`src/rtl/rrc_pkg.sv`:
```
// ----------------------------------------------------------------------------
// rrc_pkg
// Shared types and constants for the rounded rectangle coverage block.
// ----------------------------------------------------------------------------
package rrc_pkg;

  // Default coordinate width (screen columns/rows)
  localparam int COORD_BITS_DEF = 12;

  // Pixel / color width
  localparam int COLOR_W = 32;

  // Configuration port geometry
  localparam int CFG_ADDR_W = 3;
  localparam int CFG_DATA_W = 32;

  // Register indexes on the configuration port
  typedef enum logic [CFG_ADDR_W-1:0] {
    REG_RECT_LEFT     = 3'd0,
    REG_RECT_TOP      = 3'd1,
    REG_RECT_WIDTH    = 3'd2,
    REG_RECT_HEIGHT   = 3'd3,
    REG_CORNER_RADIUS = 3'd4,
    REG_CORNER_MASK   = 3'd5,
    REG_FILL_COLOR    = 3'd6
  } cfg_reg_t;

  // Reset value of the corner mask: all four corners rounded
  localparam logic [3:0] CORNER_MASK_RST = 4'hF;

  // Per-beat classification handed to the circle test
  typedef struct packed {
    logic in_rect;  // pixel lies inside the box
    logic corner;   // pixel lies in a rounded corner block
  } rrc_ctl_t;

endpackage

```
`src/rtl/rrc_circle.sv`:
```
// ----------------------------------------------------------------------------
// rrc_circle
// Two-stage circle test: squares of the corner offsets are registered, then
// summed and compared against r*r to decide coverage.
// ----------------------------------------------------------------------------
module rrc_circle #(
  parameter int COORD_BITS = rrc_pkg::COORD_BITS_DEF
) (
  input  logic                     clk,
  input  logic                     rst_n,
  input  logic                     valid_i,
  input  rrc_pkg::rrc_ctl_t        ctl_i,
  input  logic [COORD_BITS-1:0]    dx_i,
  input  logic [COORD_BITS-1:0]    dy_i,
  input  logic [2*COORD_BITS-1:0]  rr_i,
  output logic                     valid_o,
  output logic                     covered_o
);
  import rrc_pkg::*;

  localparam int SQ_W = 2 * COORD_BITS;

  logic            valid_r;
  rrc_ctl_t        ctl_r;
  logic [SQ_W-1:0] dx2_r;
  logic [SQ_W-1:0] dy2_r;
  logic [SQ_W:0]   dist_sum;

  // Valid pipe
  always_ff @(posedge clk) begin
    if (!rst_n) begin
      valid_r <= 1'b0;
    end else begin
      valid_r <= valid_i;
    end
  end

  // Squares stage
  always_ff @(posedge clk) begin
    ctl_r <= ctl_i;
    dx2_r <= {{COORD_BITS{1'b0}}, dx_i} * {{COORD_BITS{1'b0}}, dx_i};
    dy2_r <= {{COORD_BITS{1'b0}}, dy_i} * {{COORD_BITS{1'b0}}, dy_i};
  end

  // Sum and compare against r squared
  assign dist_sum  = {1'b0, dx2_r} + {1'b0, dy2_r};
  assign valid_o   = valid_r;
  assign covered_o = ctl_r.in_rect && !(ctl_r.corner && (dist_sum > {1'b0, rr_i}));

endmodule
```
`config.mk`:
```
export PLATFORM = sky130hd
export DESIGN_NAME = rrc_circle
export DESIGN_NICKNAME = d
export VERILOG_FILES = /design/src/rtl/rrc_pkg.sv /design/src/rtl/rrc_circle.sv
export SDC_FILE = /design/constraint.sdc
export NUM_CORES = 1
export LEC_CHECK = 0
export BUFFER_PORTS_ARGS = -buffer_cell sky130_fd_sc_hd__clkbuf_2
export CORE_UTILIZATION = 40
export DETAILED_ROUTE_END_ITERATION = 6
export GPL_ROUTABILITY_DRIVEN = 0
export SYNTH_ARGS = -nofsm -noshare
export SYNTH_HDL_FRONTEND = slang
export SYNTH_SLANG_ARGS = --single-unit
export TNS_END_PERCENT = 100
```
`constraint.sdc`:
```
create_clock -name clk -period 6.3 [get_ports clk]
set_input_delay 0.63 -clock clk [delete_from_list [all_inputs] [get_ports clk]]
set_output_delay 0.63 -clock clk [all_outputs]
set_load 0.05 [all_outputs]
```
==> parameters.txt, run 1 <==
Parameter                              Value

Status
  Result of the run ... completed

Cells and area
  Number of diodes added for antenna fixing ... 0
  Final #Nets ... 1560
  Final cell utilization of the core ... 0.436
  Layout filler cell count ... 2537
  Area used by multi-input combinational logic ... 0.00806 mm2
  Cell area after layout ... 0.0109 mm2
  Relative area change from synthesis to final layout ... 7.16%
  Area taken by flip-flops and latches ... 981 um2
  Most common cell after layout, fill and taps aside ... sky130_fd_sc_hd__inv_1
  Proportion of layout cells with a drive suffix above 1 ... 0.0649
  Commonest cells after routing, fill and taps aside ... 289 x sky130_fd_sc_hd__inv_1, 162 x sky130_fd_sc_hd__ha_1, 158 x sky130_fd_sc_hd__fa_1, 85 x sky130_fd_sc_hd__and2_1, 65 x sky130_fd_sc_hd__nand2_1

STA
  Tmin final ... 5.52 ns
  Worst-case headroom to the max-slew limit ... 0.533
  Min setup slack post-route ... 0.776 ns
  Number of pins exceeding their max-slew limit in the final report ... 0
  Worst Tran Pin Value ... 0.691 ns
  Total Neg Setup Slack ... 0 ns
  Fraction of the cycle the final worst path needs ... 0.877
  Max Fclk ... 181 MHz
  Endpoints failing hold ... 0
  Final number of setup-violating endpoints ... 0
  RSZ-0062 raised after global routing ... no

Critical path
  Top Family by Delay on Critical Path ... adder cells
  Crit path kind ... in2reg
  Number of buffers and inverters on the critical path ... 4
  Cell with the largest stage delay on the worst path ... sky130_fd_sc_hd__fa_1
  Ordered list of cells on the worst path ... clkbuf_2 -> nand2_1 -> fa_1 -> inv_1 -> fa_1 -> fa_1 -> fa_1 -> inv_1 -> fa_1 -> inv_1 -> ha_1 -> a21o_1 -> a21oi_1 -> o21ai_0 -> a311oi_1 -> or3_1 -> o311ai_1 -> a21oi_1 -> xor2_1
  Arrival time at the worst endpoint ... 5.70 ns
  Worst Setup End Kind ... register
  Most repeated library cell on the critical path ... sky130_fd_sc_hd__fa_1
  Required time of the worst setup path ... 6.48 ns
  Largest driver fanout on the critical path ... 12
  Launching element type of the critical path ... input pin
  Worst path max stage delay ... 0.62 ns

Placement
  Port Buffers ... 54
  Pre-CTS setup slack ... 0.466 ns
  Half-perimeter wire length of the detailed placement result ... 17.0 mm
  Placed inst area ... 0.0108 mm2

Yosys
  Post-synth design cell area ... 0.0102 mm2
  Net count of the mapped netlist ... 1524
  Count of synthesis-stage warnings from yosys ... 0
  Share of synthesized area occupied by flip-flops and latches ... 0.0960
  Number of enable flip-flop cells after synthesis ... 0
  Post-Syn Area per Cell ... 8.88 um2
  Flop and latch count out of synthesis ... 49
  Instance count of the mapped netlist ... 1151
  Most instantiated flip-flop cell in the synthesis netlist ... sky130_fd_sc_hd__dfxtp_1
  FFs w/ async S/R, synth ... 0
  Count of different cell masters after synthesis ... 59

Power
  Clk network pwr share ... 0.050
  Maximum vdd drop ... 0.000229 V
  Switching part of the total power ... 0.495
  PD cells ... 483 mW/mm2
  Total net switching power ... 2.62 mW
  Internal power consumption ... 2.67 mW
  Leak pwr ... 5.96 nW
  Flop pwr share ... 0.103
  Combinational fraction of design power ... 0.847

CTS
  Clock tree from TritonCTS ... done
  Reg clk slew, reported paths ... 0.06 ns
  Number of gates given a new drive strength after cts ... 0
  Number of buffers inserted to repair setup after CTS ... 0
  Longest Clk Path Bufs ... 2
  Number of buffers inserted during clock tree synthesis ... 5
  Count of hold-fix buffers inserted at cts ... 0
  H-tree lvl count ... 2
  Clock Sink Count ... 49
  Clock Tree Root ... sky130_fd_sc_hd__clkbuf_16

Die
  Floorplan row count ... 58
  Height of the die ... 162 um
  Boundary Pins ... 55
  Core region area ... 0.0251 mm2
  Die span in x ... 162 um
  Effective utilization at floorplan ... 0.407
  Die ar. ... 0.0262 mm2

Global routing
  Initial antenna violation count ... 0
  Global Route Usage Sum ... 0.160
  Wire length of the first global-routing pass ... 33.9 mm
  Vias in the first global route ... 7596
  Remaining global-route overflow ... 0
  Maximum number of pins on one net before global-route repair ... 15

Route
  Antenna-violating nets left ... 0
  Iteration count of the initial detailed-routing pass ... 5
  Total Routed Length ... 19.0 mm
  Detailed-route vias per instance ... 4.80
  Total number of vias ... 7275
  Average routed wire per standard cell ... 12.6 um
  DRC violation count after routing ... 0
  1st-iter DRT viols ... 229

Run
  Count of maximum capacitance violations ... 0

Hold path
  Worst-case hold path end point ... ctl_r[1]$_DFF_P_
  Hold path start ... ctl_i[1]
  Tightest Hold Check Type ... in2reg
  Number of cells on the worst hold path ... 1
## routing by layer
metal	vias to the layer above	share of wire	routed length, um	global-route usage
met3	11	0.023	435	0.0158
li1	3649	-	-	-
met4	0	0.0084	160	0.0232
met2	63	0.51	9660	0.289
met5	-	0	0	0
met1	3552	0.46	8790	0.209
## registers in the layout, indices dropped and copies added (netlist names)
register  count
dx2_r        23
dy2_r        23
ctl_r         2
valid_o       1
## cell families after synthesis
logic type	after synthesis	share of synthesized area
fa+ha+maj	320	0.508
buf+inv	314	0.115
simple gates	275	0.139
compound gates	133	0.0898
xor+xnor	57	0.0489
flops	49	0.0960
mux	3	0.00318
## stage by stage
step                total power [mW]  hold WS (ns)  instances
floorplan                       4.17         0.658       1151
global placement                5.02         0.736       1510
detailed placement              5.07         0.738       1510
CTS                             5.37         0.432       1517
global route                    6.08         0.424       1517
finish                          5.29         0.439       1517
## power groups by stage
stage | registers [mW] | clock network [mW] | logic, mW
floorplan | 0.530 | 0 | 3.64
global placement | 0.555 | 0 | 4.46
detailed placement | 0.555 | 0 | 4.51
CTS | 0.549 | 0.273 | 4.55
global route | 0.556 | 0.288 | 5.24
finish | 0.545 | 0.264 | 4.48
## cells in the mapped netlist, types with 2 or more instances
cell                        number  area share
sky130_fd_sc_hd__o31a_1          2      0.0017
sky130_fd_sc_hd__a31oi_1         5      0.0031
sky130_fd_sc_hd__clkbuf_1       25      0.0092
sky130_fd_sc_hd__o311a_1         2      0.0020
sky130_fd_sc_hd__a211oi_1        6      0.0044
sky130_fd_sc_hd__dfxtp_1        49       0.096
sky130_fd_sc_hd__and2_1         85       0.052
sky130_fd_sc_hd__nor2_1         51       0.019
sky130_fd_sc_hd__o311ai_0        2      0.0017
sky130_fd_sc_hd__nor3_1         19      0.0093
sky130_fd_sc_hd__ha_1          162        0.20
sky130_fd_sc_hd__nand4_1         6      0.0037
sky130_fd_sc_hd__xnor2_1        41       0.035
sky130_fd_sc_hd__xor2_1         16       0.014
sky130_fd_sc_hd__a21boi_0        3      0.0022
sky130_fd_sc_hd__mux2_2          2      0.0022
sky130_fd_sc_hd__nor2b_1        16      0.0098
sky130_fd_sc_hd__a21o_1         17       0.012
sky130_fd_sc_hd__fa_1          158        0.31
sky130_fd_sc_hd__nand2b_1        4      0.0024
sky130_fd_sc_hd__o21ai_2         2      0.0017
sky130_fd_sc_hd__inv_1         289        0.11
sky130_fd_sc_hd__or3_1           5      0.0031
sky130_fd_sc_hd__nand2_1        65       0.024
sky130_fd_sc_hd__a2111oi_0       2      0.0017
sky130_fd_sc_hd__a21oi_1        32       0.016
sky130_fd_sc_hd__o21ai_1         2     0.00098
sky130_fd_sc_hd__o41ai_1         2      0.0017
sky130_fd_sc_hd__nor4_1          2      0.0012
sky130_fd_sc_hd__o21ai_0        21       0.010
sky130_fd_sc_hd__o31ai_1         2      0.0015
sky130_fd_sc_hd__a311oi_1        2      0.0017
sky130_fd_sc_hd__or2_2           4      0.0024
sky130_fd_sc_hd__and3_1          3      0.0018
sky130_fd_sc_hd__o21a_1         17       0.012
sky130_fd_sc_hd__nand3_1         7      0.0034
## area by class of cell
class,instances,share of cell area
well taps,330,0.0377
inverters,289,0.0991
clock buffers,7,0.0130
multi-input cells,788,0.736
flip-flops and latches,49,0.0896
repair buffers,54,0.0247
## worst max path at each step
stage	from	endpoint	slack (ns)	depth (start not counted)
2_1_floorplan	dx_i[6]	dx2_r[23]$_DFF_P_	0.72	21
3_3_place_gp	dy_i[2]	dy2_r[23]$_DFF_P_	0.54	20
3_5_place_dp	dy_i[6]	dy2_r[23]$_DFF_P_	0.47	19
4_1_cts	dy_i[6]	dy2_r[23]$_DFF_P_	0.77	19
5_1_grt	dy_i[6]	dy2_r[23]$_DFF_P_	0.46	19
6_report	dy_i[6]	dy2_r[23]$_DFF_P_	0.78	19
Power figures use the tool's default switching activity.
==> inputs of run 2 (changes only) <==
==> constraint.sdc (replaced) <==
create_clock -name clk -period 6.85 [get_ports clk]
set_input_delay 0.685 -clock clk [delete_from_list [all_inputs] [get_ports clk]]
set_output_delay 0.685 -clock clk [all_outputs]
set_load 0.05 [all_outputs]
==> parameters.txt, run 2 (synthesis gave the netlist of run 1 again) <==
Parameter                              Value

Status
  Result of the run ... completed

Die
  Floorplan row count ... 58
  Boundary Pins ... 55
  Die ar. ... 0.0262 mm2
  Height of the die ... 162 um
  Effective utilization at floorplan ... 0.407
  Core region area ... 0.0251 mm2
  Die span in x ... 162 um

CTS
  Clock Sink Count ... 49
  H-tree lvl count ... 2
  Count of hold-fix buffers inserted at cts ... 0
  Clock tree from TritonCTS ... done
  Number of buffers inserted to repair setup after CTS ... 0
  Number of buffers inserted during clock tree synthesis ... 5
  Number of gates given a new drive strength after cts ... 0
  Clock Tree Root ... sky130_fd_sc_hd__clkbuf_16
  Longest Clk Path Bufs ... 2
  Reg clk slew, reported paths ... 0.06 ns

Placement
  Port Buffers ... 54
  Half-perimeter wire length of the detailed placement result ... 17.0 mm
  Placed inst area ... 0.0108 mm2

Power
  Total net switching power ... 2.42 mW
  Flop pwr share ... 0.103
  PD cells ... 445 mW/mm2
  Clk network pwr share ... 0.050
  Switching part of the total power ... 0.497
  Combinational fraction of design power ... 0.847
  Maximum vdd drop ... 0.000206 V
  Post-layout power ... 4.87 mW
  Leak pwr ... 5.96 nW
  Internal power consumption ... 2.45 mW

Hold path
  Tightest Hold Check Type ... in2reg

Global routing
  Wire length of the first global-routing pass ... 33.8 mm
  Global Route Usage Sum ... 0.159
  Vias in the first global route ... 7601
  Remaining global-route overflow ... 0
  Initial antenna violation count ... 0
  Maximum number of pins on one net before global-route repair ... 15

Cells and area
  Most common cell after layout, fill and taps aside ... sky130_fd_sc_hd__inv_1
  Final #Nets ... 1560
  Cell area after layout ... 0.0109 mm2
  Commonest cells after routing, fill and taps aside ... 289 x sky130_fd_sc_hd__inv_1, 162 x sky130_fd_sc_hd__ha_1, 158 x sky130_fd_sc_hd__fa_1, 85 x sky130_fd_sc_hd__and2_1, 65 x sky130_fd_sc_hd__nand2_1
  Layout filler cell count ... 2518
  Proportion of layout cells with a drive suffix above 1 ... 0.0649
  Relative area change from synthesis to final layout ... 7.16%
  Largest regs ... dx2_r: 23 flops, dy2_r: 23 flops, ctl_r: 2 flops
  Final cell utilization of the core ... 0.436
  Number of diodes added for antenna fixing ... 0

STA
  Fraction of the cycle the final worst path needs ... 0.814
  Worst hold slack after final layout ... 0.494 ns
  Worst-case headroom to the max-slew limit ... 0.528
  Worst Tran Pin Value ... 0.699 ns
  Tmin final ... 5.58 ns
  Max Fclk ... 179 MHz
  Total Neg Setup Slack ... 0 ns
  RSZ-0062 raised after global routing ... no
  Number of pins exceeding their max-slew limit in the final report ... 0
  Final number of setup-violating endpoints ... 0
  Endpoints failing hold ... 0

Route
  Total number of vias ... 7217
  Iteration count of the initial detailed-routing pass ... 4
  Antenna-violating nets left ... 0
  Total Routed Length ... 19.0 mm
  Detailed-route vias per instance ... 4.76
  1st-iter DRT viols ... 258
  Average routed wire per standard cell ... 12.5 um
  DRC violation count after routing ... 0

Critical path
  Required time of the worst setup path ... 7.03 ns
  Worst Setup End Kind ... register
  Launching element type of the critical path ... input pin
  Crit path kind ... in2reg
  Largest driver fanout on the critical path ... 12
  Arrival time at the worst endpoint ... 5.75 ns

Run
  Count of maximum capacitance violations ... 0
[run 2: cell counts in the layout (fill, tap and decap cells not counted)]
Identical to the previous run, type by type.
[run 2: worst paths after layout]
kind / start / end / slack (ns) / cells past startpoint
max: dy_i[6] / dy2_r[23]$_DFF_P_ / 1.27 / 19
min: ctl_i[1] / ctl_r[1]$_DFF_P_ / 0.49 / 1
[run 2: cell type report]
type / count / area (um2) / share of cell area
sequential: 49 / 981 / 0.0896
multi-input combinational: 788 / 8060 / 0.736
inverter: 289 / 1080 / 0.0991
timing repair buffer: 54 / 270 / 0.0247
tap: 330 / 413 / 0.0377
clock buffer: 7 / 143 / 0.0130
[run 2: power by group through the flow]
| stage | clock [mW] | combinational [mW] | sequential (mW) |
|---|---|---|---|
| 4_1_cts | 0.249 | 4.18 | 0.505 |
| 3_3_place_gp | 0 | 4.10 | 0.511 |
| 3_5_place_dp | 0 | 4.15 | 0.511 |
| 5_1_grt | 0.263 | 4.82 | 0.511 |
| 2_1_floorplan | 0 | 3.35 | 0.487 |
| 6_report | 0.243 | 4.12 | 0.502 |
[run 2: critical path: stages]
cell and delay [ns]:
sky130_fd_sc_hd__clkbuf_2 0.24, sky130_fd_sc_hd__nand2_1 0.12, sky130_fd_sc_hd__fa_1 0.61, sky130_fd_sc_hd__inv_1 0.08, sky130_fd_sc_hd__fa_1 0.48, sky130_fd_sc_hd__fa_1 0.50
sky130_fd_sc_hd__fa_1 0.48, sky130_fd_sc_hd__inv_1 0.05, sky130_fd_sc_hd__fa_1 0.52, sky130_fd_sc_hd__inv_1 0.04, sky130_fd_sc_hd__ha_1 0.33, sky130_fd_sc_hd__a21o_1 0.13
sky130_fd_sc_hd__a21oi_1 0.09, sky130_fd_sc_hd__o21ai_0 0.24, sky130_fd_sc_hd__a311oi_1 0.09, sky130_fd_sc_hd__or3_1 0.47, sky130_fd_sc_hd__o311ai_1 0.33, sky130_fd_sc_hd__a21oi_1 0.12
sky130_fd_sc_hd__xor2_1 0.15
[run 2: stage by stage]
stage	instances	worst slack [ns]
2_1_floorplan	1151	1.22
3_3_place_gp	1510	1.04
3_5_place_dp	1510	0.940
4_1_cts	1517	1.24
5_1_grt	1517	0.954
6_report	1517	1.27
[run 2: per-layer routing]
metal	global-route usage	vias up	routed length [um]
li1	-	3650	-
met1	0.209	3489	8840
met2	0.287	65	9570
met3	0.0161	13	399
met4	0.0219	0	170
met5	0	-	0
==> inputs of run 3 (changes only) <==
==> constraint.sdc (replaced) <==
create_clock -name clk -period 5.1 [get_ports clk]
set_input_delay 0.51 -clock clk [delete_from_list [all_inputs] [get_ports clk]]
set_output_delay 0.51 -clock clk [all_outputs]
set_load 0.05 [all_outputs]
==> parameters.txt, run 3 (synthesis gave the netlist of run 1 again) <==
Parameter                              Value

Run
  Count of maximum capacitance violations ... 0

CTS
  Reg clk slew, reported paths ... 0.06 ns
  Longest Clk Path Bufs ... 2
  Clock Tree Root ... sky130_fd_sc_hd__clkbuf_16
  Clock Sink Count ... 49
  Number of buffers inserted during clock tree synthesis ... 5
  Count of hold-fix buffers inserted at cts ... 0
  Clock tree from TritonCTS ... done
  H-tree lvl count ... 2

STA
  Worst-case headroom to the max-slew limit ... 0.758
  Final number of setup-violating endpoints ... 0
  Number of pins exceeding their max-slew limit in the final report ... 0
  Tmin final ... 4.95 ns
  Min setup slack post-route ... 0.146 ns
  Fraction of the cycle the final worst path needs ... 0.971
  Endpoints failing hold ... 0
  Total Neg Setup Slack ... 0 ns
  Max Fclk ... 202 MHz
  RSZ-0062 raised after global routing ... yes
  Worst Tran Pin Value ... 0.354 ns

Critical path
  Ordered list of cells on the worst path ... clkbuf_2 -> buf_4 -> and2_1 -> fa_1 -> ha_1 -> fa_1 -> inv_1 -> fa_1 -> fa_1 -> inv_1 -> ha_1 -> o21ai_0 -> o21ai_1 -> o311a_1 -> a311oi_2 -> or3_4 -> o311ai_2 -> a21oi_1 -> xor2_1
  Stages on worst setup path ... 19
  Worst Setup End Kind ... register
  Worst path max stage delay ... 0.55 ns
  Critical path capture point ... dy2_r[23]$_DFF_P_
  Required time of the worst setup path ... 5.28 ns
  Cell with the largest stage delay on the worst path ... sky130_fd_sc_hd__fa_1
  Top Family by Delay on Critical Path ... adder cells
  Launching element type of the critical path ... input pin
  Crit path from ... dy_i[4]
  Arrival time at the worst endpoint ... 5.13 ns
  Number of buffers and inverters on the critical path ... 4
  Crit path kind ... in2reg
  Largest driver fanout on the critical path ... 6
  Most repeated library cell on the critical path ... sky130_fd_sc_hd__fa_1

Cells and area
  Commonest cells after routing, fill and taps aside ... 284 x sky130_fd_sc_hd__inv_1, 158 x sky130_fd_sc_hd__ha_1, 155 x sky130_fd_sc_hd__fa_1, 123 x sky130_fd_sc_hd__buf_4, 77 x sky130_fd_sc_hd__and2_1
  Relative area change from synthesis to final layout ... 18.2%
  Number of diodes added for antenna fixing ... 0
  Final #Nets ... 1681
  Largest regs ... dx2_r: 23 flops, dy2_r: 23 flops, ctl_r: 2 flops
  Area used by multi-input combinational logic ... 0.00823 mm2
  Proportion of layout cells with a drive suffix above 1 ... 0.183
  Final non-filler cell total ... 1638
  Area taken by flip-flops and latches ... 981 um2
  Most common cell after layout, fill and taps aside ... sky130_fd_sc_hd__inv_1
  Layout filler cell count ... 2466

Global routing
  Vias in the first global route ... 8053
  Remaining global-route overflow ... 0
  Maximum number of pins on one net before global-route repair ... 15
  Wire length of the first global-routing pass ... 35.3 mm
  Initial antenna violation count ... 0
  Global Route Usage Sum ... 0.164

Route
  DRC violation count after routing ... 0
  Total Routed Length ... 20.1 mm
  1st-iter DRT viols ... 288
  Iteration count of the initial detailed-routing pass ... 5
  Detailed-route vias per instance ... 4.72
  Antenna-violating nets left ... 0
  Total number of vias ... 7731
  Average routed wire per standard cell ... 12.3 um

Placement
  Half-perimeter wire length of the detailed placement result ... 18.1 mm
  Placed instance count ... 1627
  Port Buffers ... 54
  Pre-CTS setup slack ... -0.250 ns

Die
  Height of the die ... 162 um
  Core region area ... 0.0251 mm2
  Boundary Pins ... 55
  Die span in x ... 162 um
  Floorplan row count ... 58
  Effective utilization at floorplan ... 0.407
  Die ar. ... 0.0262 mm2

Power
  PD cells ... 631 mW/mm2
  Maximum vdd drop ... 0.000321 V
  Leak pwr ... 6.59 nW

Status
  Result of the run ... completed

Hold path
  Hold path start ... ctl_i[0]
  Tightest Hold Check Type ... in2reg
## run 3: worst min-delay path by stage
stage / to / slack (ns) / cells after the start
finish: ctl_r[0]$_DFF_P_ / 0.32 / 1
global route: ctl_r[0]$_DFF_P_ / 0.31 / 1
CTS: ctl_r[0]$_DFF_P_ / 0.32 / 1
detailed placement: ctl_r[0]$_DFF_P_ / 0.62 / 1
global placement: ctl_r[0]$_DFF_P_ / 0.61 / 1
floorplan: ctl_r[0]$_DFF_P_ / 0.54 / 0
## run 3: per-stage QoR
stage,area [um2],util,hold slack [ns],power (mW)
final,12100,0.481,0.321,7.62
after global routing,12100,0.481,0.314,8.62
after CTS,11900,0.475,0.315,7.51
after detailed placement,11800,0.469,0.616,7.09
after global placement,11800,0.469,0.615,6.99
after floorplan,10400,-,0.538,5.31
## run 3: cell type report
class	count	area share
Timing Repair Buffer	175	0.100
Clock inverter	2	0.00290
Clock buffer	5	0.0104
Sequential cell	49	0.0812
Multi-Input combinational cell	788	0.681
Tap cell	330	0.0342
Inverter	289	0.0898
## run 3: per-layer routing
metal	share of wire	global-route usage	wire length, um
met1	0.47	0.219	9470
met2	0.50	0.295	10000
met3	0.029	0.0156	580
met4	0.0036	0.0137	73
met5	0	0	0
## run 3: what timing repair did
action                     CTS  global route
pin swaps                    0            11
setup endpoints to repair    1            10
resized for setup            1            47
setup buffers                0             4
## run 3: where the power goes
part	switching, mW	total, mW	internal, mW
Combinational	3.35	6.59	3.23
Clock	0.131	0.358	0.227
Sequential	0.0647	0.675	0.611
